**src/rtl/core/pts_pkg.sv**
```systemverilog
// ----------------------------------------------------------------------------
// pts_pkg
// Shared constants of the priority thread scheduler: command codes, status
// codes, field widths and default sizes.
// ----------------------------------------------------------------------------
`default_nettype none

package pts_pkg;

  // default sizes
  localparam int DefMaxThreads = 8;
  localparam int DefSemaphores = 8;

  // field widths
  localparam int CmdW    = 3;
  localparam int PrioW   = 8;
  localparam int SleepW  = 32;
  localparam int SemIdW  = 3;
  localparam int SlotOW  = 3;
  localparam int StatW   = 3;
  localparam int ActOW   = 4;
  localparam int SemCntW = 16;

  // command codes
  localparam logic [CmdW-1:0] CmdTick   = 3'd0;
  localparam logic [CmdW-1:0] CmdSched  = 3'd1;
  localparam logic [CmdW-1:0] CmdCreate = 3'd2;
  localparam logic [CmdW-1:0] CmdKill   = 3'd3;
  localparam logic [CmdW-1:0] CmdSleep  = 3'd4;
  localparam logic [CmdW-1:0] CmdWait   = 3'd5;
  localparam logic [CmdW-1:0] CmdSignal = 3'd6;

  // status codes
  localparam logic [StatW-1:0] StOk       = 3'd0;
  localparam logic [StatW-1:0] StFull     = 3'd1;
  localparam logic [StatW-1:0] StLastKill = 3'd2;
  localparam logic [StatW-1:0] StNoWaiter = 3'd3;
  localparam logic [StatW-1:0] StNoThread = 3'd4;

endpackage

`default_nettype wire

```
**src/rtl/core/pts_cmd_if.sv**
```systemverilog
// ----------------------------------------------------------------------------
// pts_cmd_if
// Command channel: valid/ready handshake with one scheduler command.
// ----------------------------------------------------------------------------
`default_nettype none

interface pts_cmd_if;
  logic                          valid;
  logic                          ready;
  logic [pts_pkg::CmdW-1:0]      command;
  logic [pts_pkg::PrioW-1:0]     priority_req;
  logic [pts_pkg::SleepW-1:0]    sleep_ms;
  logic [pts_pkg::SemIdW-1:0]    sem_id;

  modport source (output valid, command, priority_req, sleep_ms, sem_id, input ready);
  modport sink   (input valid, command, priority_req, sleep_ms, sem_id, output ready);
endinterface

`default_nettype wire

```
**src/rtl/core/pts_res_if.sv**
```systemverilog
// ----------------------------------------------------------------------------
// pts_res_if
// Result channel: valid/ready handshake with one scheduler result.
// ----------------------------------------------------------------------------
`default_nettype none

interface pts_res_if;
  logic                         valid;
  logic                         ready;
  logic [pts_pkg::SlotOW-1:0]   running_slot;
  logic [pts_pkg::SlotOW-1:0]   created_slot;
  logic [pts_pkg::StatW-1:0]    status;
  logic                         running_blocked;
  logic [pts_pkg::ActOW-1:0]    active_count;

  modport source (output valid, running_slot, created_slot, status, running_blocked,
                  active_count, input ready);
  modport sink   (input valid, running_slot, created_slot, status, running_blocked,
                  active_count, output ready);
endinterface

`default_nettype wire

```
**src/rtl/core/pts_ram.sv**
```systemverilog
// ----------------------------------------------------------------------------
// pts_ram
// Generic single write, single read RAM with registered read data.
// ----------------------------------------------------------------------------
`default_nettype none

module pts_ram #(
  parameter int Width = 8,
  parameter int Depth = 8,
  localparam int AddrW = (Depth > 1) ? $clog2(Depth) : 1
) (
  input  wire logic             clk_i,
  input  wire logic             we_i,
  input  wire logic [AddrW-1:0] waddr_i,
  input  wire logic [Width-1:0] wdata_i,
  input  wire logic [AddrW-1:0] raddr_i,
  output logic      [Width-1:0] rdata_o
);

  logic [Width-1:0] mem_q [Depth];

  // write port and registered read port
  always_ff @(posedge clk_i) begin
    if (we_i) begin
      mem_q[waddr_i] <= wdata_i;
    end
    rdata_o <= mem_q[raddr_i];
  end

endmodule

`default_nettype wire

```
**src/rtl/core/priority_thread_scheduler_core.sv**
```systemverilog
// Sequence: a tick sweeps every slot; schedule and kill walk the slot ring, and
//   signal may, visiting at most MAX_THREADS slots; other commands do not walk.
// Throughput: one command at a time, set by the walk over the slot RAM, which
//   has one read and one write port; the result register frees the input side.
// Reset: all slots free, no sleeps or blocks, semaphore counts zero, through
//   per-entry valid bits; no clearing pass, ready right after reset.
// ----------------------------------------------------------------------------
// priority_thread_scheduler_core
// Thread-slot scheduler: slot records and semaphore counts live in RAMs,
// a sequencer reads, modifies and writes them back per command.
// ----------------------------------------------------------------------------
`default_nettype none

module priority_thread_scheduler_core #(
  parameter int MAX_THREADS = pts_pkg::DefMaxThreads,
  parameter int SEMAPHORES  = pts_pkg::DefSemaphores
) (
  input  wire logic  clk_i,
  input  wire logic  rst_ni,
  pts_cmd_if.sink    cmd_i,
  pts_res_if.source  res_o
);

  localparam int SlotW = $clog2(MAX_THREADS);
  localparam int CntW  = $clog2(MAX_THREADS + 1);
  localparam int SemAw = (SEMAPHORES > 1) ? $clog2(SEMAPHORES) : 1;
  localparam int SlpLo = SlotW;
  localparam int BlkB  = SlotW + pts_pkg::SleepW;
  localparam int BsmLo = BlkB + 1;
  localparam int PriLo = BsmLo + pts_pkg::SemIdW;
  localparam int RecW  = PriLo + pts_pkg::PrioW;

  // sequencer states
  localparam logic [3:0] S_IDLE     = 4'd0;
  localparam logic [3:0] S_TICK_RA  = 4'd1;
  localparam logic [3:0] S_TICK_DAT = 4'd2;
  localparam logic [3:0] S_CUR_RA   = 4'd3;
  localparam logic [3:0] S_CUR_DAT  = 4'd4;
  localparam logic [3:0] S_CRT_NEW  = 4'd5;
  localparam logic [3:0] S_CRT_WR2  = 4'd6;
  localparam logic [3:0] S_SCH_DAT  = 4'd7;
  localparam logic [3:0] S_KIL_DAT  = 4'd8;
  localparam logic [3:0] S_SIG_DAT  = 4'd9;
  localparam logic [3:0] S_FIN_RA   = 4'd10;
  localparam logic [3:0] S_FIN_DAT  = 4'd11;

  function automatic logic [RecW-1:0] rec_pack(
    input logic [pts_pkg::PrioW-1:0]  p,
    input logic [pts_pkg::SemIdW-1:0] bs,
    input logic                       b,
    input logic [pts_pkg::SleepW-1:0] s,
    input logic [SlotW-1:0]           sc
  );
    return {p, bs, b, s, sc};
  endfunction

  logic [3:0]                    state_q, state_d;
  logic [SlotW-1:0]              cur_q, cur_d;
  logic [CntW-1:0]               active_q, active_d;
  logic [MAX_THREADS-1:0]        in_use_q, in_use_d;
  logic [MAX_THREADS-1:0]        rec_vld_q, rec_vld_d;
  logic [SEMAPHORES-1:0]         sem_vld_q, sem_vld_d;
  logic                          out_vld_q, out_vld_d;

  logic [pts_pkg::CmdW-1:0]      cmd_q, cmd_d;
  logic [pts_pkg::PrioW-1:0]     prio_q, prio_d;
  logic [pts_pkg::SleepW-1:0]    slp_q, slp_d;
  logic [pts_pkg::SemIdW-1:0]    sem_q, sem_d;
  logic [SlotW-1:0]              idx_q, idx_d;
  logic [CntW-1:0]               n_q, n_d;
  logic [SlotW-1:0]              it_q, it_d;
  logic [SlotW-1:0]              start_q, start_d;
  logic [SlotW-1:0]              best_q, best_d;
  logic [pts_pkg::PrioW-1:0]     maxp_q, maxp_d;
  logic [SlotW-1:0]              prev_q, prev_d;
  logic [SlotW-1:0]              csucc_q, csucc_d;
  logic [RecW-1:0]               cur_rec_q, cur_rec_d;
  logic [pts_pkg::StatW-1:0]     status_q, status_d;
  logic [SlotW-1:0]              created_q, created_d;
  logic                          rvld_q, svld_q;

  logic [pts_pkg::SlotOW-1:0]    res_run_q, res_crt_q;
  logic [pts_pkg::StatW-1:0]     res_st_q;
  logic                          res_blk_q;
  logic [pts_pkg::ActOW-1:0]     res_act_q;
  logic                          out_load;

  // ram ports
  logic                          rec_we;
  logic [SlotW-1:0]              rec_waddr, rec_raddr;
  logic [RecW-1:0]               rec_wdata, rec_rdata, rec_rd;
  logic                          sem_we;
  logic [SemAw-1:0]              sem_addr;
  logic [pts_pkg::SemCntW-1:0]   sem_wdata, sem_rdata;
  logic signed [pts_pkg::SemCntW-1:0] sem_rd, sem_dec, sem_inc;

  // decoded record fields
  logic [SlotW-1:0]              r_succ;
  logic [pts_pkg::SleepW-1:0]    r_sleep;
  logic                          r_blk;
  logic [pts_pkg::SemIdW-1:0]    r_bsem;
  logic [pts_pkg::PrioW-1:0]     r_prio;

  logic [SlotW-1:0]              free_idx;
  logic                          live, sem_in_range, take;
  logic [CntW-1:0]               n_inc;

  pts_ram #(.Width(RecW), .Depth(MAX_THREADS)) u_rec_ram (
    .clk_i   (clk_i),
    .we_i    (rec_we),
    .waddr_i (rec_waddr),
    .wdata_i (rec_wdata),
    .raddr_i (rec_raddr),
    .rdata_o (rec_rdata)
  );

  pts_ram #(.Width(pts_pkg::SemCntW), .Depth(SEMAPHORES)) u_sem_ram (
    .clk_i   (clk_i),
    .we_i    (sem_we),
    .waddr_i (sem_addr),
    .wdata_i (sem_wdata),
    .raddr_i (sem_addr),
    .rdata_o (sem_rdata)
  );

  // unwritten entries read as their reset value
  assign rec_rd  = rvld_q ? rec_rdata : '0;
  assign sem_rd  = svld_q ? sem_rdata : '0;
  assign r_succ  = rec_rd[SlotW-1:0];
  assign r_sleep = rec_rd[SlpLo +: pts_pkg::SleepW];
  assign r_blk   = rec_rd[BlkB];
  assign r_bsem  = rec_rd[BsmLo +: pts_pkg::SemIdW];
  assign r_prio  = rec_rd[PriLo +: pts_pkg::PrioW];

  assign sem_addr = SemAw'(sem_q);
  assign sem_dec  = (sem_rd == 16'sh8000) ? sem_rd : sem_rd - 16'sd1;
  assign sem_inc  = (sem_rd == 16'sh7fff) ? sem_rd : sem_rd + 16'sd1;

  assign live         = (active_q != '0) && in_use_q[cur_q];
  assign sem_in_range = 32'(cmd_i.sem_id) < SEMAPHORES;
  assign take         = (r_prio > maxp_q) && (r_sleep == '0) && !r_blk;
  assign n_inc        = n_q + CntW'(1);

  // first free slot
  always_comb begin
    free_idx = '0;
    for (int i = MAX_THREADS - 1; i >= 0; i--) begin
      if (!in_use_q[i]) begin
        free_idx = SlotW'(i);
      end
    end
  end

  // command sequencer
  always_comb begin
    state_d   = state_q;
    cur_d     = cur_q;
    active_d  = active_q;
    in_use_d  = in_use_q;
    rec_vld_d = rec_vld_q;
    sem_vld_d = sem_vld_q;
    cmd_d     = cmd_q;
    prio_d    = prio_q;
    slp_d     = slp_q;
    sem_d     = sem_q;
    idx_d     = idx_q;
    n_d       = n_q;
    it_d      = it_q;
    start_d   = start_q;
    best_d    = best_q;
    maxp_d    = maxp_q;
    prev_d    = prev_q;
    csucc_d   = csucc_q;
    cur_rec_d = cur_rec_q;
    status_d  = status_q;
    created_d = created_q;
    rec_raddr = cur_q;
    rec_we    = 1'b0;
    rec_waddr = cur_q;
    rec_wdata = cur_rec_q;
    sem_we    = 1'b0;
    sem_wdata = sem_rd;
    out_load  = 1'b0;

    case (state_q)
      S_IDLE: begin
        if (cmd_i.valid) begin
          cmd_d     = cmd_i.command;
          prio_d    = cmd_i.priority_req;
          slp_d     = cmd_i.sleep_ms;
          sem_d     = cmd_i.sem_id;
          status_d  = pts_pkg::StOk;
          created_d = '0;
          n_d       = '0;
          idx_d     = '0;
          state_d   = S_FIN_RA;
          case (cmd_i.command)
            pts_pkg::CmdTick: begin
              state_d = S_TICK_RA;
            end
            pts_pkg::CmdSched: begin
              if (active_q == '0) status_d = pts_pkg::StNoThread;
              else state_d = S_CUR_RA;
            end
            pts_pkg::CmdCreate: begin
              if (active_q == CntW'(MAX_THREADS)) status_d = pts_pkg::StFull;
              else if (active_q != '0 && !in_use_q[cur_q]) status_d = pts_pkg::StNoThread;
              else if (active_q == '0) state_d = S_CRT_NEW;
              else state_d = S_CUR_RA;
            end
            pts_pkg::CmdKill: begin
              if (!live) status_d = pts_pkg::StNoThread;
              else if (active_q == CntW'(1)) status_d = pts_pkg::StLastKill;
              else state_d = S_CUR_RA;
            end
            pts_pkg::CmdSleep: begin
              if (!live) status_d = pts_pkg::StNoThread;
              else state_d = S_CUR_RA;
            end
            pts_pkg::CmdWait: begin
              if (!sem_in_range) state_d = S_FIN_RA;
              else if (!live) status_d = pts_pkg::StNoThread;
              else state_d = S_CUR_RA;
            end
            pts_pkg::CmdSignal: begin
              if (sem_in_range) state_d = S_CUR_RA;
            end
            default: begin
              state_d = S_FIN_RA;
            end
          endcase
        end
      end

      // sleep countdown sweep over all slots
      S_TICK_RA: begin
        rec_raddr = idx_q;
        state_d   = S_TICK_DAT;
      end
      S_TICK_DAT: begin
        if (r_sleep != '0) begin
          rec_we    = 1'b1;
          rec_waddr = idx_q;
          rec_wdata = rec_pack(r_prio, r_bsem, r_blk, r_sleep - 32'd1, r_succ);
        end
        if (idx_q == SlotW'(MAX_THREADS - 1)) begin
          state_d = S_FIN_RA;
        end else begin
          idx_d   = idx_q + SlotW'(1);
          state_d = S_TICK_RA;
        end
      end

      // first thread links to itself
      S_CRT_NEW: begin
        rec_we              = 1'b1;
        rec_waddr           = free_idx;
        rec_wdata           = rec_pack(prio_q, '0, 1'b0, '0, free_idx);
        rec_vld_d[free_idx] = 1'b1;
        in_use_d[free_idx]  = 1'b1;
        active_d            = active_q + CntW'(1);
        cur_d               = free_idx;
        created_d           = free_idx;
        state_d             = S_FIN_RA;
      end

      S_CUR_RA: begin
        state_d = S_CUR_DAT;
      end

      // record of the running slot is here
      S_CUR_DAT: begin
        cur_rec_d = rec_rd;
        state_d   = S_FIN_RA;
        case (cmd_q)
          pts_pkg::CmdSched: begin
            start_d   = r_succ;
            it_d      = r_succ;
            best_d    = r_succ;
            maxp_d    = r_prio;
            rec_raddr = r_succ;
            state_d   = S_SCH_DAT;
          end
          pts_pkg::CmdCreate: begin
            rec_we              = 1'b1;
            rec_waddr           = free_idx;
            rec_wdata           = rec_pack(prio_q, '0, 1'b0, '0, r_succ);
            rec_vld_d[free_idx] = 1'b1;
            in_use_d[free_idx]  = 1'b1;
            active_d            = active_q + CntW'(1);
            created_d           = free_idx;
            state_d             = S_CRT_WR2;
          end
          pts_pkg::CmdKill: begin
            csucc_d   = r_succ;
            prev_d    = r_succ;
            rec_raddr = r_succ;
            state_d   = S_KIL_DAT;
          end
          pts_pkg::CmdSleep: begin
            rec_we    = 1'b1;
            rec_wdata = rec_pack(r_prio, r_bsem, r_blk, slp_q, r_succ);
          end
          pts_pkg::CmdWait: begin
            sem_we              = 1'b1;
            sem_wdata           = sem_dec;
            sem_vld_d[sem_addr] = 1'b1;
            if (sem_dec[pts_pkg::SemCntW-1]) begin
              rec_we    = 1'b1;
              rec_wdata = rec_pack(r_prio, sem_q, 1'b1, r_sleep, r_succ);
            end
          end
          pts_pkg::CmdSignal: begin
            sem_we              = 1'b1;
            sem_wdata           = sem_inc;
            sem_vld_d[sem_addr] = 1'b1;
            if (!sem_inc[pts_pkg::SemCntW-1] && sem_inc != '0) begin
              state_d = S_FIN_RA;
            end else if (active_q == '0) begin
              status_d = pts_pkg::StNoWaiter;
            end else begin
              start_d   = r_succ;
              it_d      = r_succ;
              rec_raddr = r_succ;
              state_d   = S_SIG_DAT;
            end
          end
          default: begin
            state_d = S_FIN_RA;
          end
        endcase
      end

      // link the new slot behind the running one
      S_CRT_WR2: begin
        rec_we    = 1'b1;
        rec_wdata = {cur_rec_q[RecW-1:SlotW], created_q};
        state_d   = S_FIN_RA;
      end

      // ring walk for the highest ready priority
      S_SCH_DAT: begin
        if (take) begin
          best_d = it_q;
          maxp_d = r_prio;
        end
        if (r_succ == start_q || n_inc == CntW'(MAX_THREADS)) begin
          cur_d   = take ? it_q : best_q;
          state_d = S_FIN_RA;
        end else begin
          it_d      = r_succ;
          n_d       = n_inc;
          rec_raddr = r_succ;
        end
      end

      // ring walk for the predecessor of the running slot
      S_KIL_DAT: begin
        if (r_succ == cur_q || n_inc == CntW'(MAX_THREADS)) begin
          rec_we          = 1'b1;
          rec_waddr       = prev_q;
          rec_wdata       = {rec_rd[RecW-1:SlotW], csucc_q};
          in_use_d[cur_q] = 1'b0;
          active_d        = active_q - CntW'(1);
          state_d         = S_FIN_RA;
        end else begin
          prev_d    = r_succ;
          n_d       = n_inc;
          rec_raddr = r_succ;
        end
      end

      // ring walk for a waiter on the semaphore
      S_SIG_DAT: begin
        if (in_use_q[it_q] && r_blk && r_bsem == sem_q) begin
          rec_we    = 1'b1;
          rec_waddr = it_q;
          rec_wdata = rec_pack(r_prio, r_bsem, 1'b0, r_sleep, r_succ);
          state_d   = S_FIN_RA;
        end else if (r_succ == start_q || n_inc == CntW'(MAX_THREADS)) begin
          status_d = pts_pkg::StNoWaiter;
          state_d  = S_FIN_RA;
        end else begin
          it_d      = r_succ;
          n_d       = n_inc;
          rec_raddr = r_succ;
        end
      end

      // read the running slot for the blocked flag
      S_FIN_RA: begin
        state_d = S_FIN_DAT;
      end
      S_FIN_DAT: begin
        if (!out_vld_q || res_o.ready) begin
          out_load = 1'b1;
          state_d  = S_IDLE;
        end
      end

      default: begin
        state_d = S_IDLE;
      end
    endcase
  end

  // result register handshake
  always_comb begin
    out_vld_d = out_vld_q;
    if (out_load) out_vld_d = 1'b1;
    else if (res_o.ready) out_vld_d = 1'b0;
  end

  // control state
  always_ff @(posedge clk_i or negedge rst_ni) begin
    if (!rst_ni) begin
      state_q   <= S_IDLE;
      cur_q     <= '0;
      active_q  <= '0;
      in_use_q  <= '0;
      rec_vld_q <= '0;
      sem_vld_q <= '0;
      out_vld_q <= 1'b0;
    end else begin
      state_q   <= state_d;
      cur_q     <= cur_d;
      active_q  <= active_d;
      in_use_q  <= in_use_d;
      rec_vld_q <= rec_vld_d;
      sem_vld_q <= sem_vld_d;
      out_vld_q <= out_vld_d;
    end
  end

  // working registers and result payload
  always_ff @(posedge clk_i) begin
    cmd_q     <= cmd_d;
    prio_q    <= prio_d;
    slp_q     <= slp_d;
    sem_q     <= sem_d;
    idx_q     <= idx_d;
    n_q       <= n_d;
    it_q      <= it_d;
    start_q   <= start_d;
    best_q    <= best_d;
    maxp_q    <= maxp_d;
    prev_q    <= prev_d;
    csucc_q   <= csucc_d;
    cur_rec_q <= cur_rec_d;
    status_q  <= status_d;
    created_q <= created_d;
    rvld_q    <= rec_vld_q[rec_raddr];
    svld_q    <= sem_vld_q[sem_addr];
    if (out_load) begin
      res_run_q <= pts_pkg::SlotOW'(cur_q);
      res_crt_q <= pts_pkg::SlotOW'(created_q);
      res_st_q  <= status_q;
      res_blk_q <= in_use_q[cur_q] && r_blk;
      res_act_q <= pts_pkg::ActOW'(active_q);
    end
  end

  assign cmd_i.ready           = (state_q == S_IDLE);
  assign res_o.valid           = out_vld_q;
  assign res_o.running_slot    = res_run_q;
  assign res_o.created_slot    = res_crt_q;
  assign res_o.status          = res_st_q;
  assign res_o.running_blocked = res_blk_q;
  assign res_o.active_count    = res_act_q;

endmodule

`default_nettype wire
```
**src/flat_wrapper.sv**
```systemverilog
// flat-port wrapper written by rule: the top's interface ports become plain ports
module priority_thread_scheduler_core_flat 
#(
  parameter int MAX_THREADS = pts_pkg::DefMaxThreads,
  parameter int SEMAPHORES  = pts_pkg::DefSemaphores
)
  (clk_i, rst_ni, cmd_i_valid, cmd_i_command, cmd_i_priority_req, cmd_i_sleep_ms, cmd_i_sem_id, cmd_i_ready, res_o_valid, res_o_running_slot, res_o_created_slot, res_o_status, res_o_running_blocked, res_o_active_count, res_o_ready);
  pts_cmd_if cmd_i_i ();
  pts_res_if res_o_i ();
  input  wire logic clk_i;
  input  wire logic rst_ni;
  input wire logic [$bits(cmd_i_i.valid)-1:0] cmd_i_valid;
  input wire logic [$bits(cmd_i_i.command)-1:0] cmd_i_command;
  input wire logic [$bits(cmd_i_i.priority_req)-1:0] cmd_i_priority_req;
  input wire logic [$bits(cmd_i_i.sleep_ms)-1:0] cmd_i_sleep_ms;
  input wire logic [$bits(cmd_i_i.sem_id)-1:0] cmd_i_sem_id;
  output wire logic [$bits(cmd_i_i.ready)-1:0] cmd_i_ready;
  output wire logic [$bits(res_o_i.valid)-1:0] res_o_valid;
  output wire logic [$bits(res_o_i.running_slot)-1:0] res_o_running_slot;
  output wire logic [$bits(res_o_i.created_slot)-1:0] res_o_created_slot;
  output wire logic [$bits(res_o_i.status)-1:0] res_o_status;
  output wire logic [$bits(res_o_i.running_blocked)-1:0] res_o_running_blocked;
  output wire logic [$bits(res_o_i.active_count)-1:0] res_o_active_count;
  input wire logic [$bits(res_o_i.ready)-1:0] res_o_ready;
  assign cmd_i_i.valid = cmd_i_valid;
  assign cmd_i_i.command = cmd_i_command;
  assign cmd_i_i.priority_req = cmd_i_priority_req;
  assign cmd_i_i.sleep_ms = cmd_i_sleep_ms;
  assign cmd_i_i.sem_id = cmd_i_sem_id;
  assign cmd_i_ready = cmd_i_i.ready;
  assign res_o_valid = res_o_i.valid;
  assign res_o_running_slot = res_o_i.running_slot;
  assign res_o_created_slot = res_o_i.created_slot;
  assign res_o_status = res_o_i.status;
  assign res_o_running_blocked = res_o_i.running_blocked;
  assign res_o_active_count = res_o_i.active_count;
  assign res_o_i.ready = res_o_ready;
  priority_thread_scheduler_core #(.MAX_THREADS(MAX_THREADS), .SEMAPHORES(SEMAPHORES)) u_core (.clk_i(clk_i), .rst_ni(rst_ni), .cmd_i(cmd_i_i), .res_o(res_o_i));
endmodule
```
**config.mk**
```make
export PLATFORM = sky130hd
export DESIGN_NAME = priority_thread_scheduler_core_flat
export DESIGN_NICKNAME = d
export VERILOG_FILES = /design/src/rtl/core/pts_pkg.sv /design/src/rtl/core/pts_cmd_if.sv /design/src/rtl/core/pts_res_if.sv /design/src/rtl/core/pts_ram.sv /design/src/rtl/core/priority_thread_scheduler_core.sv /design/src/flat_wrapper.sv
export SDC_FILE = /design/constraint.sdc
export NUM_CORES = 1
export LEC_CHECK = 0
export BUFFER_PORTS_ARGS = -buffer_cell sky130_fd_sc_hd__buf_2
export CORE_MARGIN = 4
export CORE_UTILIZATION = 63
export DETAILED_ROUTE_END_ITERATION = 16
export PLACE_DENSITY = 0.81
export SLEW_MARGIN = 20
export SYNTH_ARGS = -nofsm -noshare
export SYNTH_HDL_FRONTEND = slang
export SYNTH_SLANG_ARGS = --single-unit
```
**constraint.sdc**
```tcl
create_clock -name clk_i -period 7.55 [get_ports clk_i]
set_input_delay 1.1325 -clock clk_i [delete_from_list [all_inputs] [get_ports clk_i]]
set_output_delay 1.1325 -clock clk_i [all_outputs]
set_load 0.02 [all_outputs]
```
==> key figures <==
Hold path
  – Hold Crit Start: u_core.status_q[1]
  – HP Class: reg -> reg
  – Hold worst-path end: u_core.res_o.status[1]
  – Hold path cells: 0

Timing
  – Slew Limit Headroom: 0.215
  – Final Skew: 30.5 ps
  – Fin. Hold Viols: 0
  – Hold WS: 431 ps
  – Final period utilization: 0.765
  – Slew @ Worst Pin: 1170 ps
  – Final setup violation count: 0
  – Minimum clock period after layout: 5780 ps
  – Post-route setup TNS: 0 ps
  – RSZ-0062 raised after global routing: no
  – Final Max Slew Viols: 0
  – Peak Freq: 0.173 GHz

Global route
  – Initial antenna violation count: 0
  – Largest net degree at the start of global routing: 193
  – Vias in the first global route: 22200
  – Total Routing Usage GR: 0.328
  – First-pass GRT wire length: 135 mm
  – Remaining Overflow, GRT: 0

Place
  – PortBufs: 65
  – Final Wtd Congestion: 1.01
  – Dpl cell area: 0.0331 sq mm
  – HPWL after DPL: 53.9 mm

Detailed routing
  – Routed Wire Length: 91.3 mm
  – WL/cell: 28.7 microns
  – Vias post-DR: 23300
  – Drt pass-1 iters: 6
  – Via density: 7.30
  – Final ANT Viol Nets: 0
  – Drt first-iter violations: 3542
  – Post-route DRC: 0

Logic synthesis
  – Mapped Avg Cell Area: 13.2 sq um
  – Syn Inst Count: 2448
  – Syn Std Cell Area: 0.0322 sq mm
  – Post-synthesis sequential area ratio: 0.671
  – Syn Nets: 2516
  – Register bit total from synthesis: 748
  – Async SR Flop Fraction: 0.0481
  – Number of synthesis warnings: 0
  – Synth Flop Type: edfxtp_1
  – Synth cell types: 84
  – EDFF count, synth: 647

Cells and area
  – Layout area overhead: 10.5%
  – Fin area: 0.0356 sq mm
  – Share of cells above drive strength 1: 0.117
  – FF/Latch Area: 0.0216 sq mm
  – Nets: 2518
  – Area of the multi-input gates: 0.00971 sq mm
  – Layout fillers: 3254
  – N_diodes: 0

Clock network
  – Post-CTS Hold Fix Bufs: 0
  – Worst-path clk slew: 60 ps
  – CTS buffer count: 74
  – Setup Buffers After CTS: 0
  – H-tree Lvls: 3
  – CTS resizes: 0
  – TritonCTS clock tree: done
  – Clk sinks: 748
  – Root Buffer: clkbuf_16
  – Clock buffer depth: 3
  – Worst-Skew Late Latency: 640 ps

Worst setup path
  – Crit-path cells: nand2_1 > inv_1 > ha_1 > nand3_4 > nor4_1 > mux2i_1 > o2111ai_1 > or4_4 > a21oi_1 > or3_4 > buf_4 > a311oi_1 > a221o_1 > o31ai_1
  – Maximum fanout along the worst path: 93
  – Crit start category: flop
  – Data arrival time of the worst path: 6320 ps
  – CP peak stage delay: 850 ps
  – Critical path data required time: 8100 ps
  – CP bufs+invs: 2
  – CP top delay family: simple AND/OR/NAND/NOR gates
  – FF-to-FF setup slack: 1770 ps
  – Setup Crit Path Kind: reg -> reg
  – CP endpoint kind: flop
  – Reg2Reg Depth: 14
  – Worst r2r src: u_core.svld_q
  – Crit path max-delay cell type: nor4_1
  – FF-to-FF End: u_core.u_rec_ram.rdata_o[13]

Power
  – Power density cells: 483 mW/mm^2
  – Worst VDD drop: 0.458 mV
  – Overall power: 0.0172 W
  – Leakage: 12.6 nW

Status
  – Outcome: complete, no violations

Floorplanning
  – Row count: 82
  – Die Span X: 234 microns
  – Die Area: 0.0548 sq mm
  – I/O Pins: 66
  – Core area: 0.0504 sq mm
  – Initial Util: 0.640
  – Die height: 234 microns

Run
  – Max-cap check violation count: 0
## state kept, by name (all words and copies together) (netlist names), 16 cells and up
name	count
u_core.u_sem_ram.rdata_o	16
u_core.u_rec_ram.mem_q	376
u_core.u_sem_ram.mem_q	128
u_core.cur_rec_q	47
u_core.u_rec_ram.rdata_o	47
u_core.slp_q	32
## stage by stage
| step | utilization | cells | setup WS, ps |
|---|---|---|---|
| floorplan | - | 2448 | 655 |
| global placement | 0.657 | 3046 | 2010 |
| detailed placement | 0.657 | 3046 | 1920 |
| CTS | 0.706 | 3184 | 1880 |
| global route | 0.707 | 3184 | 1440 |
| finish | 0.707 | 3184 | 1770 |
## Yosys cell counts, drive strengths merged, types with 10 or more instances
library cell / number / share of area
a311oi: 49 / 0.013
nand4: 32 / 0.0062
dfxtp: 65 / 0.040
and3: 107 / 0.021
and2: 24 / 0.0047
a31oi: 13 / 0.0025
a32oi: 51 / 0.014
a222oi: 20 / 0.0062
clkbuf: 128 / 0.015
a211oi: 102 / 0.024
xor2: 10 / 0.0027
inv: 57 / 0.0066
a22oi: 90 / 0.021
nand2b: 28 / 0.0054
o211ai: 20 / 0.0047
nor2: 79 / 0.0092
mux2i: 12 / 0.0037
o21ai: 195 / 0.030
dfrtp: 36 / 0.028
a221o: 60 / 0.019
nor2b: 21 / 0.0041
nand3: 39 / 0.0066
nand2: 170 / 0.020
or2: 17 / 0.0033
buf: 63 / 0.011
ha: 18 / 0.0070
xnor2: 24 / 0.0068
o31ai: 58 / 0.014
edfxtp: 647 / 0.60
a21oi: 62 / 0.0096
nor3: 24 / 0.0042
## layout by cell type, fill, tap and decap left out, types with 58 or more instances in the layout
master	synthesis	routed
a211oi_1	102	102
a21oi_1	62	62
a221o_1	60	60
a22oi_1	90	90
and3_1	107	107
buf_2	42	65
clkbuf_16	0	75
dfxtp_1	65	64
edfxtp_1	647	647
nand2_1	169	168
nor2_1	79	70
o21ai_0	192	188
o31ai_1	58	58
## logic make-up after synthesis
logic type	count (synthesis)	synth area share
compound gates	801	0.179
xor+xnor	34	0.00947
fa+ha+maj	18	0.00699
buf+inv	248	0.0329
flops	748	0.671
mux	15	0.00582
simple gates	584	0.0948
## cell type report
type	count	share of cell area
tap	672	0.0236
clock inverter	41	0.0122
sequential	748	0.608
timing repair buffer	117	0.0208
multi-input combinational	1452	0.273
clock buffer	97	0.0570
inverter	57	0.00605
## how the worst max path moves through the flow
stage,start,cells after the start,to,slack (ps)
2_1_floorplan,u_core.svld_q,16,u_core.u_rec_ram.mem_q[0][0],660
3_3_place_gp,u_core.svld_q,13,u_core.u_rec_ram.rdata_o[17],2010
3_5_place_dp,u_core.svld_q,13,u_core.u_rec_ram.rdata_o[12],1920
4_1_cts,u_core.svld_q,13,u_core.rvld_q,1880
5_1_grt,u_core.svld_q,14,u_core.u_rec_ram.rdata_o[20],1440
6_report,u_core.svld_q,14,u_core.u_rec_ram.rdata_o[13],1770
## power by group
group	switching [W]	internal, W	total [W]	leakage (nW)
registers	0.000598	0.00593	0.00653	7.13
clock network	0.00160	0.00213	0.00373	1.20
logic	0.00492	0.00201	0.00693	4.25
total	0.00712	0.0101	0.0172	12.6
## metal layers
metal / vias up / wire, microns / GRT usage
li1: 9793 / - / -
met1: 11400 / 33900 / 0.454
met2: 1786 / 41200 / 0.488
met3: 287 / 13100 / 0.109
met4: 0 / 3190 / 0.126
met5: - / 0 / 0
Power figures use the tool's default switching activity.
